<file path="config.mk">
export PLATFORM = sky130hd
export DESIGN_NAME = eight_bit_alu_with_flags
export DESIGN_NICKNAME = d
export VERILOG_FILES = /design/src/hw/rtl/e8alu_pkg.sv /design/src/hw/rtl/e8alu_flags.sv /design/src/hw/rtl/eight_bit_alu_with_flags.sv
export SDC_FILE = /design/constraint.sdc
export NUM_CORES = 1
export LEC_CHECK = 0
export BUFFER_PORTS_ARGS = -buffer_cell sky130_fd_sc_hd__buf_2
export CAP_MARGIN = 30
export CORE_ASPECT_RATIO = 0.9
export CORE_MARGIN = 1.5
export CORE_UTILIZATION = 50
export DETAILED_ROUTE_END_ITERATION = 7
export PLACE_DENSITY = 0.77
export SYNTH_ARGS = -nofsm -noshare
export SYNTH_HDL_FRONTEND = slang
export SYNTH_HIERARCHICAL = 1
export SYNTH_SLANG_ARGS = --single-unit
</file>
<file path="constraint.sdc">
create_clock -name clk -period 7.7 [get_ports clk]
set_input_delay 0.385 -clock clk [delete_from_list [all_inputs] [get_ports clk]]
set_output_delay 0.385 -clock clk [all_outputs]
set_load 0.02 [all_outputs]
</file>
<file path="src/hw/rtl/e8alu_pkg.sv">
// ----------------------------------------------------------------------------
// e8alu_pkg
// Shared types, action codes and flag bit positions for the 8-bit ALU.
// ----------------------------------------------------------------------------
package e8alu_pkg;

  localparam int unsigned ActW = 5;

  localparam logic [ActW-1:0] ACT_ADD = 5'd0;
  localparam logic [ActW-1:0] ACT_ADC = 5'd1;
  localparam logic [ActW-1:0] ACT_SUB = 5'd2;
  localparam logic [ActW-1:0] ACT_SBC = 5'd3;
  localparam logic [ActW-1:0] ACT_AND = 5'd4;
  localparam logic [ActW-1:0] ACT_XOR = 5'd5;
  localparam logic [ActW-1:0] ACT_OR  = 5'd6;
  localparam logic [ActW-1:0] ACT_CP  = 5'd7;
  localparam logic [ActW-1:0] ACT_RLC = 5'd8;
  localparam logic [ActW-1:0] ACT_RRC = 5'd9;
  localparam logic [ActW-1:0] ACT_RL  = 5'd10;
  localparam logic [ActW-1:0] ACT_RR  = 5'd11;
  localparam logic [ActW-1:0] ACT_SLA = 5'd12;
  localparam logic [ActW-1:0] ACT_SRA = 5'd13;
  localparam logic [ActW-1:0] ACT_SLL = 5'd14;
  localparam logic [ActW-1:0] ACT_SRL = 5'd15;
  localparam logic [ActW-1:0] ACT_CPL = 5'd16;
  localparam logic [ActW-1:0] ACT_DAA = 5'd17;

  localparam int unsigned FlgS  = 7;
  localparam int unsigned FlgZ  = 6;
  localparam int unsigned Flg5  = 5;
  localparam int unsigned FlgH  = 4;
  localparam int unsigned Flg3  = 3;
  localparam int unsigned FlgPv = 2;
  localparam int unsigned FlgN  = 1;
  localparam int unsigned FlgC  = 0;

  localparam logic [7:0] DaaLoAdj  = 8'h06;
  localparam logic [7:0] DaaHiAdj  = 8'h60;
  localparam logic [7:0] DaaHiLim  = 8'h99;
  localparam logic [3:0] DaaLoLim  = 4'h9;
  localparam logic [7:0] ByteOnes  = 8'hFF;

  typedef struct packed {
    logic [ActW-1:0] action;
    logic [7:0]      operand_a;
    logic [7:0]      operand_b;
    logic [7:0]      flags_in;
  } in_req_t;

  typedef struct packed {
    logic [7:0] result;
    logic [7:0] flags_out;
  } out_req_t;

  typedef struct packed {
    logic [7:0] a;
    logic [7:0] b;
    logic [8:0] sum;
    logic [7:0] src53;
    logic       subtract;
  } arith_req_t;

endpackage

</file>
<file path="src/hw/rtl/e8alu_flags.sv">
// ----------------------------------------------------------------------------
// e8alu_flags
// Arithmetic flag byte from operands, 9-bit sum and F5/F3 source.
// ----------------------------------------------------------------------------
module e8alu_flags (
  input  e8alu_pkg::arith_req_t req,
  output logic [7:0]            flags
);
  import e8alu_pkg::*;

  logic [7:0] res;
  logic [8:0] hx;
  logic       ovf;

  assign res = req.sum[7:0];
  assign hx  = {1'b0, req.a} ^ {1'b0, req.b} ^ req.sum;
  assign ovf = req.subtract ?
               ((req.a[7] ^ req.b[7]) & (req.a[7] ^ req.sum[7])) :
               (~(req.a[7] ^ req.b[7]) & (req.a[7] ^ req.sum[7]));

  always_comb begin
    flags        = 8'h00;
    flags[FlgS]  = res[7];
    flags[FlgZ]  = (res == 8'h00);
    flags[Flg5]  = req.src53[Flg5];
    flags[Flg3]  = req.src53[Flg3];
    flags[FlgH]  = hx[4];
    flags[FlgPv] = ovf;
    flags[FlgN]  = req.subtract;
    flags[FlgC]  = req.sum[8];
  end

endmodule

</file>
<file path="src/hw/rtl/eight_bit_alu_with_flags.sv">
// ----------------------------------------------------------------------------
// eight_bit_alu_with_flags
// Three-stage pipelined 8-bit ALU with Z80-layout flags.
// ----------------------------------------------------------------------------
// A new request is accepted every cycle unless in_stall is high; its
// result is registered through stages 1, 2 and 3. Stage 1 forms the 9-bit
// add/subtract sum and the DAA correction conditions, stage 2 forms the
// arithmetic and compare flag byte, the logic/rotate/shift results and the
// DAA low-nibble correction, stage 3 applies the DAA high correction. Each
// stage holds its contents while the next is full and stalled; in_stall
// rises only when all three stages are occupied and out_stall is high.
module eight_bit_alu_with_flags (
  input  logic               clk,
  input  logic               rst_n,
  input  logic               in_valid,
  output logic               in_stall,
  input  e8alu_pkg::in_req_t in_req,
  output logic               out_valid,
  input  logic               out_stall,
  output e8alu_pkg::out_req_t out_req
);
  import e8alu_pkg::*;

  logic rdy1, rdy2, rdy3;

  // stage 1
  logic            v1_r;
  logic [ActW-1:0] op1_r;
  logic [7:0]      a1_r, b1_r, f1_r;
  logic [8:0]      sum1_r;
  logic            lo1_r, hi1_r;
  logic [8:0]      sum1_nxt;
  logic            sub1, cin1;

  // stage 2
  logic       v2_r;
  logic [7:0] res2_r, flg2_r;
  logic       hi2_r, neg2_r;
  logic [7:0] res2_nxt, flg2_nxt, daa_t1;
  logic [7:0] arith_flags;
  arith_req_t arith_req;
  logic       cy2;

  // stage 3
  logic       v3_r;
  logic [7:0] res3_r, flg3_r;
  logic [7:0] res3_nxt;

  assign rdy3     = !v3_r || !out_stall;
  assign rdy2     = !v2_r || rdy3;
  assign rdy1     = !v1_r || rdy2;
  assign in_stall = !rdy1;

  assign sub1 = (in_req.action == ACT_SUB) || (in_req.action == ACT_SBC) ||
                (in_req.action == ACT_CP);
  assign cin1 = ((in_req.action == ACT_ADC) || (in_req.action == ACT_SBC)) &&
                in_req.flags_in[FlgC];
  assign sum1_nxt = sub1 ?
    ({1'b0, in_req.operand_a} - {1'b0, in_req.operand_b} - {8'h00, cin1}) :
    ({1'b0, in_req.operand_a} + {1'b0, in_req.operand_b} + {8'h00, cin1});

  always_ff @(posedge clk) begin
    if (!rst_n) begin
      v1_r <= 1'b0;
    end else if (rdy1) begin
      v1_r <= in_valid;
    end
  end

  always_ff @(posedge clk) begin
    if (rdy1 && in_valid) begin
      op1_r  <= in_req.action;
      a1_r   <= in_req.operand_a;
      b1_r   <= in_req.operand_b;
      f1_r   <= in_req.flags_in;
      sum1_r <= sum1_nxt;
      lo1_r  <= in_req.flags_in[FlgH] || (in_req.operand_a[3:0] > DaaLoLim);
      hi1_r  <= in_req.flags_in[FlgC] || (in_req.operand_a > DaaHiLim);
    end
  end

  assign arith_req.a        = a1_r;
  assign arith_req.b        = b1_r;
  assign arith_req.sum      = sum1_r;
  assign arith_req.src53    = (op1_r == ACT_CP) ? b1_r : sum1_r[7:0];
  assign arith_req.subtract = (op1_r == ACT_SUB) || (op1_r == ACT_SBC) ||
                              (op1_r == ACT_CP);

  e8alu_flags u_flags (
    .req   (arith_req),
    .flags (arith_flags)
  );

  assign cy2 = f1_r[FlgC];

  always_comb begin
    if (lo1_r) begin
      daa_t1 = f1_r[FlgN] ? (a1_r - DaaLoAdj) : (a1_r + DaaLoAdj);
    end else begin
      daa_t1 = a1_r;
    end
  end

  always_comb begin
    res2_nxt = a1_r;
    flg2_nxt = f1_r;
    unique case (op1_r)
      ACT_ADD, ACT_ADC, ACT_SUB, ACT_SBC: begin
        res2_nxt = sum1_r[7:0];
        flg2_nxt = arith_flags;
      end
      ACT_CP: begin
        res2_nxt = a1_r;
        flg2_nxt = arith_flags;
      end
      ACT_AND: res2_nxt = a1_r & b1_r;
      ACT_XOR: res2_nxt = a1_r ^ b1_r;
      ACT_OR:  res2_nxt = a1_r | b1_r;
      ACT_RLC: res2_nxt = {a1_r[6:0], a1_r[7]};
      ACT_RRC: res2_nxt = {a1_r[0], a1_r[7:1]};
      ACT_RL:  res2_nxt = {a1_r[6:0], cy2};
      ACT_RR:  res2_nxt = {cy2, a1_r[7:1]};
      ACT_SLA: res2_nxt = {a1_r[6:0], 1'b0};
      ACT_SRA: res2_nxt = {a1_r[7], a1_r[7:1]};
      ACT_SLL: res2_nxt = {a1_r[6:0], 1'b1};
      ACT_SRL: res2_nxt = {1'b0, a1_r[7:1]};
      ACT_CPL: res2_nxt = a1_r ^ ByteOnes;
      ACT_DAA: res2_nxt = daa_t1;
      default: res2_nxt = a1_r;
    endcase
  end

  always_ff @(posedge clk) begin
    if (!rst_n) begin
      v2_r <= 1'b0;
    end else if (rdy2) begin
      v2_r <= v1_r;
    end
  end

  always_ff @(posedge clk) begin
    if (rdy2 && v1_r) begin
      res2_r <= res2_nxt;
      flg2_r <= flg2_nxt;
      hi2_r  <= (op1_r == ACT_DAA) && hi1_r;
      neg2_r <= f1_r[FlgN];
    end
  end

  always_comb begin
    if (hi2_r) begin
      res3_nxt = neg2_r ? (res2_r - DaaHiAdj) : (res2_r + DaaHiAdj);
    end else begin
      res3_nxt = res2_r;
    end
  end

  always_ff @(posedge clk) begin
    if (!rst_n) begin
      v3_r <= 1'b0;
    end else if (rdy3) begin
      v3_r <= v2_r;
    end
  end

  always_ff @(posedge clk) begin
    if (rdy3 && v2_r) begin
      res3_r <= res3_nxt;
      flg3_r <= flg2_r;
    end
  end

  assign out_valid         = v3_r;
  assign out_req.result    = res3_r;
  assign out_req.flags_out = flg3_r;

endmodule
</file>
==> reports/results.txt <==
OpenSTA, run right after detailed placement, puts the worst setup slack at 4.84 ns. Max-cap violations in this run came to 0. Setup violations remaining at the end of the flow were counted as 0. The final setup TNS is 0 ns. The detail route stage leaves a number of antenna-violating nets equal to 0.

After clock tree synthesis, the clock-pin slew on the worst setup and hold paths is 0.08 ns. The synthesized area per cell is 10.9 µm², and the power per unit of standard cell area is 208 mW/mm². The detailed-route wire length came out at 9980 µm. The tools report the number of antenna violations at the first check in global routing as 0. The worst register-to-register path begins at f1_r[1]$_DFFE_PP_. The measured slew at the worst slew-check pin was 0.620 ns. The core region is 0.00917 mm². The delay of the slowest critical-path stage works out to 0.50 ns.

The setup path with the least slack is of type register to register. The filler cell count was 811; the number of warnings issued by yosys was 6. For the full die area, the log shows 0.0101 mm². Setup repair after global routing left no endpoint under its margin. The design draws 0.00111 W. The floorplan step set the die width to 106 µm. The clock insertion delay at the later pin of the skew report was 0.35 ns; the post-detailed-route via-to-cell ratio was 5.51.

Post-CTS timing repair inserted 0 buffers for setup. The effective utilization at floorplan was 0.520; the total CTS buffers was 9. Global-route total usage across every layer: 0.206. The shortest clock period the worst path allows after layout was 2.64 ns; the detailed placer's ending HPWL was 7630 µm. The proportion of layout cells with a drive suffix above 1 came out at 0.187. The number of max-slew violations in the final report was 0. Setup slack closes at 5.06 ns. The run gives 2.22 nW as the static leakage. The top fanout value on the critical path was 7; the total number of vias was 3356. The wire length per cell works out to 16.4 µm. The relative area change from synthesis to final layout works out to 12.5%. Input and output buffers added on the ports amount to 50. The library cells used most frequently in the layout, excluding fill and tap cells, are sky130_fd_sc_hd__edfxtp_1, sky130_fd_sc_hd__buf_2, sky130_fd_sc_hd__inv_1.

51 I/O pins were placed. In this run the number of H-tree levels came out at 3. At the worst endpoint, the required time is 7.80 ns. Cts-stage hold buffer count: 0.

The tools report the CTS root buffer as sky130_fd_sc_hd__clkbuf_8. The logs give 2.73 ns for the arrival time at the worst endpoint and 0.00716 ns for the largest clock skew in the final design. The tools report the cell count after synthesis as 437. The slowest cell on the critical path was sky130_fd_sc_hd__edfxtp_1.

The number of global-route vias before repair was 3314. The logs give 0 for the antenna diode count and 40 for the maximum number of pins on one net before global-route repair. Excluding fillers, the count of instances in the completed layout stands at 609.

The number of buffer and inverter stages on the critical path works out to 1. The classification of the worst-slack hold path is primary input to register. TritonCTS built the clock tree. STA classifies the critical path endpoint as a register. Peak ir drop on the vdd network: 106 µV.

Startpoint type of the worst setup path: a register. Post-CTS repair changed the size of 0 cells. Global-route wire length before repair: 16000 µm. The number of placed instances, taps included, is 593.

The start point of the worst min-delay path is in_req[1]. The share of the clock period used by the worst path after layout is 0.342. For the worst hold-check slack, the log shows 0.210 ns. The floorplan has 33 rows. The run gives 0.583 as the worst relative slew slack.

Most common cell after layout, fill and taps aside: sky130_fd_sc_hd__edfxtp_1. The tools report the total iterations of the first detailed-routing run as 5. Clock tree synthesis found a total of 77 sinks. The number of hold violations in the final report was 0; the top achievable clock speed was 379 MHz. The most critical setup path has its startpoint at f1_r[1]$_DFFE_PP_. On the critical path the largest part of the delay comes from compound AO/OA/AOI/OAI gates. Routability-driven placement finished with a final weighted congestion of 0.915.

The remaining routing DRC violations came out at 0. Synthesis produced a netlist with a net count of 518. The maximum clock insertion buffer count was 2; the total congestion overflow was 0.

After the first detailed-routing iteration, the DRC count stood at 185. In the final design database the tool counted 563 nets. The floorplan step set the die height to 95.6 µm.

The signal on the critical path passes through inv_1 > fa_1 > a211oi_2 > o21bai_1 > a21oi_2 > xnor2_1 > a221o_1 > a211o_1. The run finished with clean final reports. The total standard cell area after synthesis was 0.00476 mm².
-- worst paths after layout --
kind | to | cells after the start | slack (ns)
setup / recovery | res2_r[7]$_DFFE_PP_ | 8 | 5.06
hold / removal | f1_r[1]$_DFFE_PP_ | 1 | 0.21
setup reg to reg | res2_r[7]$_DFFE_PP_ | 8 | 5.06
hold reg to reg | flg3_r[4]$_DFFE_PP_ | 0 | 0.42
-- flip-flops by register name (all words and copies together) (netlist names), 8 cells and up --
| signal | count |
|---|---|
| a1_r | 8 |
| b1_r | 8 |
| f1_r | 8 |
| flg2_r | 8 |
| flg3_r | 8 |
| res2_r | 8 |
| res3_r | 8 |
| sum1_r | 9 |
-- where the power goes --
part / switching (W) / internal, W / total [W]
clock: 0.000148 / 0.000217 / 0.000364
combinational: 0.000120 / 0.0000967 / 0.000216
sequential: 0.0000319 / 0.000501 / 0.000532
-- metrics by stage --
step	cell area, µm²	util
after floorplan	4760	-
after global placement	5090	0.555
after detailed placement	5110	0.557
after CTS	5360	0.584
after global routing	5360	0.584
final	5360	0.584
-- worst register-to-register path, delay by kind of cell (launching register included) --
kind            cells  cell delay (ns)
xor+xnor            1             0.10
buf+inv             1             0.16
flops               1             0.50
compound gates      5             1.17
fa+ha+maj           1             0.46
-- metal layers --
metal / share of wire / track usage / vias up
met5: 0 / 0 / -
met4: 0.019 / 0.0890 / 0
met3: 0.044 / 0.0390 / 14
met2: 0.49 / 0.358 / 93
met1: 0.45 / 0.254 / 1594
li1: - / - / 1655
-- cell type report --
type                            count  area [µm²]  share of cell area
Clock buffer                        9         124              0.0231
Tap cell                          122         153              0.0285
Inverter                           46         173              0.0322
Sequential cell                    77        2280               0.426
Clock inverter                      7         124              0.0231
Multi-Input combinational cell    294        2210               0.412
Timing Repair Buffer               54         293              0.0547
Note: power is estimated with default switching activity, not from simulation.
